--- src/hdl/lir_pkg.sv ---
package lir_pkg;

    // Width of the phase step register as seen on the configuration port.
    localparam int STEP_W = 41;

    // Largest number of output samples that one input sample may produce.
    localparam int MAX_RUN   = 64;
    localparam int RUN_CNT_W = $clog2(MAX_RUN);

    // Commands from the controller to the datapath.
    typedef struct packed {
        logic prime;   // first sample after reset or step write: store it
        logic skip;    // phase already past one: drop it by one, no output
        logic start;   // latch the current sample and its difference
        logic mul;     // form the product of difference and phase fraction
        logic emit;    // load the output register and advance the phase
    } lir_cmd_t;

    // Status from the datapath to the controller.
    typedef struct packed {
        logic primed;        // a previous sample is held
        logic phase_lt_one;  // phase is below one
        logic out_free;      // output register can take a new sample
        logic last_next;     // the sample about to be emitted ends the run
    } lir_status_t;

endpackage

--- src/hdl/lir_ctrl.sv ---
module lir_ctrl (
    input  logic                 aclk,
    input  logic                 aresetn,
    input  logic                 s_valid,
    output logic                 s_ready,
    input  lir_pkg::lir_status_t status,
    output lir_pkg::lir_cmd_t    cmd
);
    import lir_pkg::*;

    localparam logic [1:0] ST_IDLE = 2'd0;
    localparam logic [1:0] ST_MUL  = 2'd1;
    localparam logic [1:0] ST_EMIT = 2'd2;

    logic [1:0] state_reg;
    logic [1:0] state_next;

    // Input transactions are taken only between runs.
    assign s_ready = (state_reg == ST_IDLE);

    // Next state and command decode.
    always_comb begin
        state_next = state_reg;
        cmd        = '0;
        case (state_reg)
            ST_IDLE: begin
                if (s_valid) begin
                    if (!status.primed) begin
                        cmd.prime = 1'b1;
                    end else if (status.phase_lt_one) begin
                        cmd.start  = 1'b1;
                        state_next = ST_MUL;
                    end else begin
                        cmd.skip = 1'b1;
                    end
                end
            end
            ST_MUL: begin
                cmd.mul    = 1'b1;
                state_next = ST_EMIT;
            end
            ST_EMIT: begin
                if (status.out_free) begin
                    cmd.emit   = 1'b1;
                    state_next = status.last_next ? ST_IDLE : ST_MUL;
                end
            end
            default: begin
                state_next = ST_IDLE;
            end
        endcase
    end

    // State register.
    always_ff @(posedge aclk) begin
        if (!aresetn) begin
            state_reg <= ST_IDLE;
        end else begin
            state_reg <= state_next;
        end
    end

endmodule

--- src/hdl/lir_datapath.sv ---
module lir_datapath #(
    parameter int PHASE_FRAC_BITS = 32,
    parameter int SAMPLE_BITS     = 16
) (
    input  logic                           aclk,
    input  logic                           aresetn,
    input  logic                           cfg_we,
    input  logic [lir_pkg::STEP_W-1:0]     cfg_phase_step,
    input  logic signed [SAMPLE_BITS-1:0]  s_sample_in,
    output logic                           m_valid,
    input  logic                           m_ready,
    output logic signed [SAMPLE_BITS-1:0]  m_sample_out,
    output logic                           m_last_of_run,
    input  lir_pkg::lir_cmd_t              cmd,
    output lir_pkg::lir_status_t           status
);
    import lir_pkg::*;

    localparam int PW     = PHASE_FRAC_BITS + 9;
    localparam int PROD_W = SAMPLE_BITS + PHASE_FRAC_BITS + 2;
    localparam int SUM_W  = SAMPLE_BITS + 2;

    localparam logic [PW-1:0] PHASE_ONE = {{(PW-1){1'b0}}, 1'b1} << PHASE_FRAC_BITS;
    localparam logic [PW-1:0] STEP_MIN  = PHASE_ONE >> 6;
    localparam logic [PW-1:0] STEP_MAX  = PHASE_ONE << 8;
    localparam logic [STEP_W-1:0] STEP_MIN_W = STEP_W'(STEP_MIN);
    localparam logic [STEP_W-1:0] STEP_MAX_W = STEP_W'(STEP_MAX);
    localparam logic [RUN_CNT_W-1:0] CNT_LAST = RUN_CNT_W'(MAX_RUN - 1);

    logic [PW-1:0]                   step_reg;
    logic [PW-1:0]                   phase_reg;
    logic signed [SAMPLE_BITS-1:0]   prev_reg;
    logic                            primed_reg;
    logic signed [SAMPLE_BITS-1:0]   cur_reg;
    logic signed [SAMPLE_BITS:0]     diff_reg;
    logic signed [PROD_W-1:0]        prod_reg;
    logic [RUN_CNT_W-1:0]            cnt_reg;
    logic                            out_valid_reg;
    logic signed [SAMPLE_BITS-1:0]   out_sample_reg;
    logic                            out_last_reg;

    logic [PW-1:0]                   step_clamped;
    logic [PW-1:0]                   phase_sum;
    logic                            last_next;
    logic signed [SAMPLE_BITS:0]     diff_next;
    logic signed [PHASE_FRAC_BITS:0] frac;
    logic signed [SUM_W-1:0]         scaled;
    logic signed [SUM_W-1:0]         interp;
    logic signed [SAMPLE_BITS-1:0]   interp_sat;

    // The step is clamped when written, so one input gives at most MAX_RUN outputs.
    always_comb begin
        if (cfg_phase_step < STEP_MIN_W) begin
            step_clamped = STEP_MIN;
        end else if (cfg_phase_step > STEP_MAX_W) begin
            step_clamped = STEP_MAX;
        end else begin
            step_clamped = PW'(cfg_phase_step);
        end
    end

    // Phase advance and end-of-run detection.
    assign phase_sum = phase_reg + step_reg;
    assign last_next = (phase_sum >= PHASE_ONE) || (cnt_reg == CNT_LAST);

    // Difference of the new sample and the held one.
    assign diff_next = (SAMPLE_BITS + 1)'(s_sample_in) - (SAMPLE_BITS + 1)'(prev_reg);

    // Fractional part of the phase; the run only proceeds while phase is below one.
    assign frac = $signed({1'b0, phase_reg[PHASE_FRAC_BITS-1:0]});

    // Arithmetic shift of the product rounds towards minus infinity.
    assign scaled = SUM_W'(prod_reg >>> PHASE_FRAC_BITS);
    assign interp = SUM_W'(prev_reg) + scaled;

    // Saturate when the top bits disagree with the sample's sign bit.
    always_comb begin
        if (interp[SUM_W-1:SAMPLE_BITS-1] == {(SUM_W - SAMPLE_BITS + 1){1'b0}} ||
            interp[SUM_W-1:SAMPLE_BITS-1] == {(SUM_W - SAMPLE_BITS + 1){1'b1}}) begin
            interp_sat = interp[SAMPLE_BITS-1:0];
        end else if (interp[SUM_W-1]) begin
            interp_sat = {1'b1, {(SAMPLE_BITS-1){1'b0}}};
        end else begin
            interp_sat = {1'b0, {(SAMPLE_BITS-1){1'b1}}};
        end
    end

    // Run state: step, phase, previous sample and primed flag.
    always_ff @(posedge aclk) begin
        if (!aresetn) begin
            step_reg   <= PHASE_ONE;
            phase_reg  <= '0;
            prev_reg   <= '0;
            primed_reg <= 1'b0;
        end else if (cfg_we) begin
            step_reg   <= step_clamped;
            phase_reg  <= '0;
            prev_reg   <= '0;
            primed_reg <= 1'b0;
        end else if (cmd.prime) begin
            phase_reg  <= '0;
            prev_reg   <= s_sample_in;
            primed_reg <= 1'b1;
        end else if (cmd.skip) begin
            phase_reg <= phase_reg - PHASE_ONE;
            prev_reg  <= s_sample_in;
        end else if (cmd.emit) begin
            if (last_next) begin
                phase_reg <= phase_sum - PHASE_ONE;
                prev_reg  <= cur_reg;
            end else begin
                phase_reg <= phase_sum;
            end
        end
    end

    // Working registers of the interpolation.
    always_ff @(posedge aclk) begin
        if (cmd.start) begin
            cur_reg  <= s_sample_in;
            diff_reg <= diff_next;
        end
        if (cmd.mul) begin
            prod_reg <= PROD_W'(diff_reg) * PROD_W'(frac);
        end
    end

    // Output count within the current run.
    always_ff @(posedge aclk) begin
        if (!aresetn) begin
            cnt_reg <= '0;
        end else if (cmd.start) begin
            cnt_reg <= '0;
        end else if (cmd.emit) begin
            cnt_reg <= cnt_reg + RUN_CNT_W'(1);
        end
    end

    // Output register: holds a result until its transaction completes.
    always_ff @(posedge aclk) begin
        if (!aresetn) begin
            out_valid_reg <= 1'b0;
        end else if (cmd.emit) begin
            out_valid_reg <= 1'b1;
        end else if (m_ready) begin
            out_valid_reg <= 1'b0;
        end
    end

    always_ff @(posedge aclk) begin
        if (cmd.emit) begin
            out_sample_reg <= interp_sat;
            out_last_reg   <= last_next;
        end
    end

    assign m_valid       = out_valid_reg;
    assign m_sample_out  = out_sample_reg;
    assign m_last_of_run = out_last_reg;

    assign status.primed       = primed_reg;
    assign status.phase_lt_one = (phase_reg < PHASE_ONE);
    assign status.out_free     = !out_valid_reg || m_ready;
    assign status.last_next    = last_next;

endmodule

--- src/hdl/linear_interp_resampler.sv ---
// Linear interpolation sample-rate converter.
//
// Input samples arrive on the s_ channel, interpolated samples leave on the
// m_ channel with m_last_of_run marking the final output caused by an input.
// The phase step (Q PHASE_FRAC_BITS, input samples per output sample) is set
// through the cfg_ channel; a write also clears the phase and the held sample.
// The step is clamped to the range one sixty-fourth to 256.
//
// The first sample after reset or a step write only primes the block. Each
// later sample is accepted in the idle state; each output then goes through
// the multiply state for the product and the emit state for the add and
// saturation into the output register. An input gives 0 to 64 outputs, and
// its first output is loaded in the emit state that follows its acceptance.
// A new input is taken as soon as the last output of a run has been loaded.
//
// Reset restores a step of one, clears the phase and the primed flag and
// empties the output register. When the receiver stalls, the result waits in
// the output register and the run pauses until the transaction completes.
module linear_interp_resampler #(
    parameter int PHASE_FRAC_BITS = 32,
    parameter int SAMPLE_BITS     = 16
) (
    input  logic                           aclk,
    input  logic                           aresetn,
    input  logic                           cfg_valid,
    output logic                           cfg_ready,
    input  logic [lir_pkg::STEP_W-1:0]     cfg_phase_step,
    input  logic                           s_valid,
    output logic                           s_ready,
    input  logic signed [SAMPLE_BITS-1:0]  s_sample_in,
    output logic                           m_valid,
    input  logic                           m_ready,
    output logic signed [SAMPLE_BITS-1:0]  m_sample_out,
    output logic                           m_last_of_run
);
    import lir_pkg::*;

    lir_cmd_t    cmd;
    lir_status_t status;
    logic        cfg_we;

    // A step write is taken at once; it is meant to arrive only while the block is idle.
    assign cfg_ready = 1'b1;
    assign cfg_we    = cfg_valid && cfg_ready;

    lir_ctrl u_ctrl (
        .aclk    (aclk),
        .aresetn (aresetn),
        .s_valid (s_valid),
        .s_ready (s_ready),
        .status  (status),
        .cmd     (cmd)
    );

    lir_datapath #(
        .PHASE_FRAC_BITS (PHASE_FRAC_BITS),
        .SAMPLE_BITS     (SAMPLE_BITS)
    ) u_datapath (
        .aclk           (aclk),
        .aresetn        (aresetn),
        .cfg_we         (cfg_we),
        .cfg_phase_step (cfg_phase_step),
        .s_sample_in    (s_sample_in),
        .m_valid        (m_valid),
        .m_ready        (m_ready),
        .m_sample_out   (m_sample_out),
        .m_last_of_run  (m_last_of_run),
        .cmd            (cmd),
        .status         (status)
    );

endmodule

--- config.mk ---
export PLATFORM = sky130hd
export DESIGN_NAME = linear_interp_resampler
export DESIGN_NICKNAME = d
export VERILOG_FILES = /design/src/hdl/lir_pkg.sv /design/src/hdl/lir_ctrl.sv /design/src/hdl/lir_datapath.sv /design/src/hdl/linear_interp_resampler.sv
export SDC_FILE = /design/constraint.sdc
export NUM_CORES = 2
export LEC_CHECK = 0
export BUFFER_PORTS_ARGS = -buffer_cell sky130_fd_sc_hd__buf_2
export CAP_MARGIN = 10
export CORE_MARGIN = 3
export CORE_UTILIZATION = 50
export CTS_BUF_LIST = sky130_fd_sc_hd__clkbuf_16
export DETAILED_ROUTE_END_ITERATION = 8
export PLACE_DENSITY = 0.66
export SLEW_MARGIN = 0
export SYNTH_ARGS = -nofsm -noshare
export SYNTH_HDL_FRONTEND = slang
export SYNTH_SLANG_ARGS = --single-unit
--- constraint.sdc ---
create_clock -name aclk -period 8.3 [get_ports aclk]
set_input_delay 0.415 -clock aclk [delete_from_list [all_inputs] [get_ports aclk]]
set_output_delay 0.415 -clock aclk [all_outputs]
set_load 0.005 [all_outputs]
==> load_flow_metrics.sql <==
INSERT INTO impl_metrics (metric_group, metric, value, unit) VALUES
('worst_hold_path', 'hold_path_class', 'in -> reg', ''),
('synthesis', 'synth_xor_area_frac', '0.0277', ''),
('sta', 'final_max_slew_viol_count', '0', ''),
('critical_path', 'required_time_of_the_critical_path', '8.49', 'ns'),
('power', 'power.net_switching', '575', 'uW'),
('critical_path', 'cp.depth', '25', ''),
('grt', 'grt-ovfl-total', '0', ''),
('cts', 'clk_pin_slew', '0.07', 'ns'),
('critical_path', 'cp_max_fo', '18', ''),
('grt', 'grt_first_pass_wirelength', '119000', 'microns'),
('drt', 'via_count', '20900', ''),
('power', 'power.share.combinational', '0.145', ''),
('synthesis', 'post_synth_mux_area_share', '0.000745', ''),
('sta', 'grt_setup_unrepaired', 'no', ''),
('synthesis', 'netlist_instances', '2996', ''),
('synthesis', 'synth-warning-count', '0', ''),
('cts', 'clk_path_buf_depth', '2', ''),
('critical_path', 'critical-path-top-delay-family', 'adder cells', ''),
('sta', 'period_share', '0.907', ''),
('die', 'die_y', '238', 'microns'),
('place', 'port_buffers', '80', ''),
('grt', 'global_route.peak_usage_layer', 'met2', ''),
('critical_path', 'setup.worst_path.end_class', 'register', ''),
('cells_and_area', 'highest_count_cells_in_the_layout_ignoring_fill_and_taps', '553 x inv_1, 451 x fa_1, 387 x nand2_1', ''),
('grt', 'via_count_of_the_first_global_routing_pass', '22100', ''),
('place', 'detailedPlacementHpwl', '58900', 'microns'),
('critical_path', 'critPathArrivalTime', '7.72', 'ns'),
('place', 'placed_cells_incl_taps', '3695', ''),
('cells_and_area', 'sequential_cell_area', '0.00420', 'sq mm'),
('synthesis', 'synth_seq_area_share', '0.157', ''),
('grt', 'grtUsageMet1', '0.364', ''),
('job', 'drv_cap', '0', ''),
('cts', 'cts_tree', 'yes', ''),
('grt', 'largest_net_degree_at_the_start_of_global_routing', '62', ''),
('sta', 'max_freq', '133', 'MHz'),
('drt', 'initialDrtViolationCount', '1384', ''),
('cells_and_area', 'layoutNonFillerInstCount', '3729', ''),
('status', 'run_status', 'complete, no violations', ''),
('cts', 'numCtsBuffers', '17', ''),
('sta', 'tightest_slew', '1.20', 'ns'),
('cells_and_area', 'ant_cells', '0', ''),
('critical_path', 'critical_path.slowest_cell', 'edfxtp_1', ''),
('grt', 'grt.met2_usage', '0.447', ''),
('grt', 'globalRouteTotalUtil', '0.267', ''),
('critical_path', 'crit_path_max_incr_delay', '0.76', 'ns'),
('synthesis', 'synth.net_count', '3740', ''),
('die', 'die-area', '0.0565', 'sq mm'),
('worst_hold_path', 'min_to', 'u_datapath.cur_reg[0]', ''),
('cts', 'htree_levels', '4', ''),
('drt', 'drt-pass1-iter-count', '8', ''),
('synthesis', 'syn-cell-area', '0.0269', 'sq mm'),
('die', 'start_util', '0.508', ''),
('cts', 'cts_setup_buffers', '0', ''),
('power', 'power.sequential.fraction', '0.461', ''),
('synthesis', 'synth-compound-area-share', '0.107', ''),
('synthesis', 'simple_gate_fraction_of_synth_area', '0.168', ''),
('sta', 'timing.slew.headroom', '0.203', ''),
('sta', 'timing.clock.skew', '0.0183', 'ns'),
('critical_path', 'crit_type', 'reg -> reg', ''),
('place', 'gp_congestion', '0.936', ''),
('cells_and_area', 'post_route_cells_drive_above_1_share', '0.0641', ''),
('synthesis', 'synth.avg_cell_area', '8.97', 'sq um'),
('grt', 'globalRouteMet3Util', '0.0393', ''),
('sta', 'hold-worst-slack', '0.174', 'ns'),
('critical_path', 'flop_to_flop_setup_slack', '0.77', 'ns'),
('power', 'switching_share', '0.279', ''),
('synthesis', 'synthFlopType', 'dfxtp_1', ''),
('critical_path', 'worst-r2r-cell-count', '25', ''),
('critical_path', 'worst-path-buf-inv', '6', ''),
('sta', 'final-setup-viol-count', '0', ''),
('drt', 'totalWireLength', '72900', 'microns');
-- cell usage after synthesis (10+ instances only) --
library cell / count / area, sq um
inv_1: 551 / 2070
fa_1: 451 / 9030
nand2_1: 387 / 1450
and2_1: 245 / 1530
ha_1: 231 / 2890
nor2_1: 134 / 503
a21oi_1: 133 / 666
clkbuf_1: 113 / 424
dfxtp_1: 108 / 2160
edfxtp_1: 68 / 2040
o21ai_0: 60 / 300
xnor2_1: 44 / 385
xor2_1: 41 / 359
a22o_1: 40 / 350
nor3_1: 34 / 170
a21o_1: 32 / 240
a31oi_1: 24 / 150
nand4_1: 23 / 144
nor4_1: 23 / 144
nand3_1: 22 / 110
o21a_1: 19 / 143
o221ai_1: 17 / 149
nand2b_1: 15 / 93.8
nor2b_1: 13 / 81.3
a211oi_1: 10 / 75.1
o21ai_1: 10 / 50.1
o21bai_1: 10 / 75.1
o31ai_1: 10 / 75.1
-- per-layer routing --
metal / vias to the layer above / wire length (microns)
li1: 9567 / -
met1: 10500 / 31200
met2: 647 / 35000
met3: 113 / 4700
met4: 0 / 1970
met5: - / 0
-- per-stage QoR --
| stage | util | area, sq um | power (uW) |
|---|---|---|---|
| 6_report | 0.544 | 28700 | 2060 |
| 5_1_grt | 0.544 | 28700 | 2140 |
| 4_1_cts | 0.543 | 28700 | 2070 |
| 3_5_place_dp | 0.532 | 28100 | 1260 |
| 3_3_place_gp | 0.532 | 28100 | 1260 |
| 2_1_floorplan | - | 26900 | 1150 |
-- how the worst max path moves through the flow --
stage	from	end	slack (ns)
floorplan	u_datapath.diff_reg[16]	u_datapath.prod_reg[44]	1.88
global placement	u_datapath.diff_reg[3]	u_datapath.prod_reg[44]	1.04
detailed placement	u_datapath.diff_reg[3]	u_datapath.prod_reg[44]	0.95
CTS	u_datapath.diff_reg[3]	u_datapath.prod_reg[44]	0.89
global route	u_datapath.diff_reg[3]	u_datapath.prod_reg[44]	0.49
finish	u_datapath.diff_reg[3]	u_datapath.prod_reg[44]	0.77
-- power groups by stage --
stage / registers [uW] / clock network (uW) / logic, uW
global placement: 969 / 0 / 287
CTS: 950 / 822 / 295
floorplan: 950 / 0 / 201
finish: 951 / 813 / 299
global route: 952 / 860 / 332
detailed placement: 970 / 0 / 291
-- area by class of cell --
class	count	area share
Multi-Input combinational cell	2136	0.699
Sequential cell	176	0.146
Inverter	553	0.0722
Timing Repair Buffer	144	0.0316
Tap cell	688	0.0300
Clock buffer	21	0.0183
Clock inverter	11	0.00253
-- cell families after synthesis --
logic type / count (synthesis)
simple gates: 933
buf+inv: 684
fa+ha+maj: 682
compound gates: 433
flops: 176
xor+xnor: 85
mux: 2
other cells: 1
(Power assumes the default switching activity.)
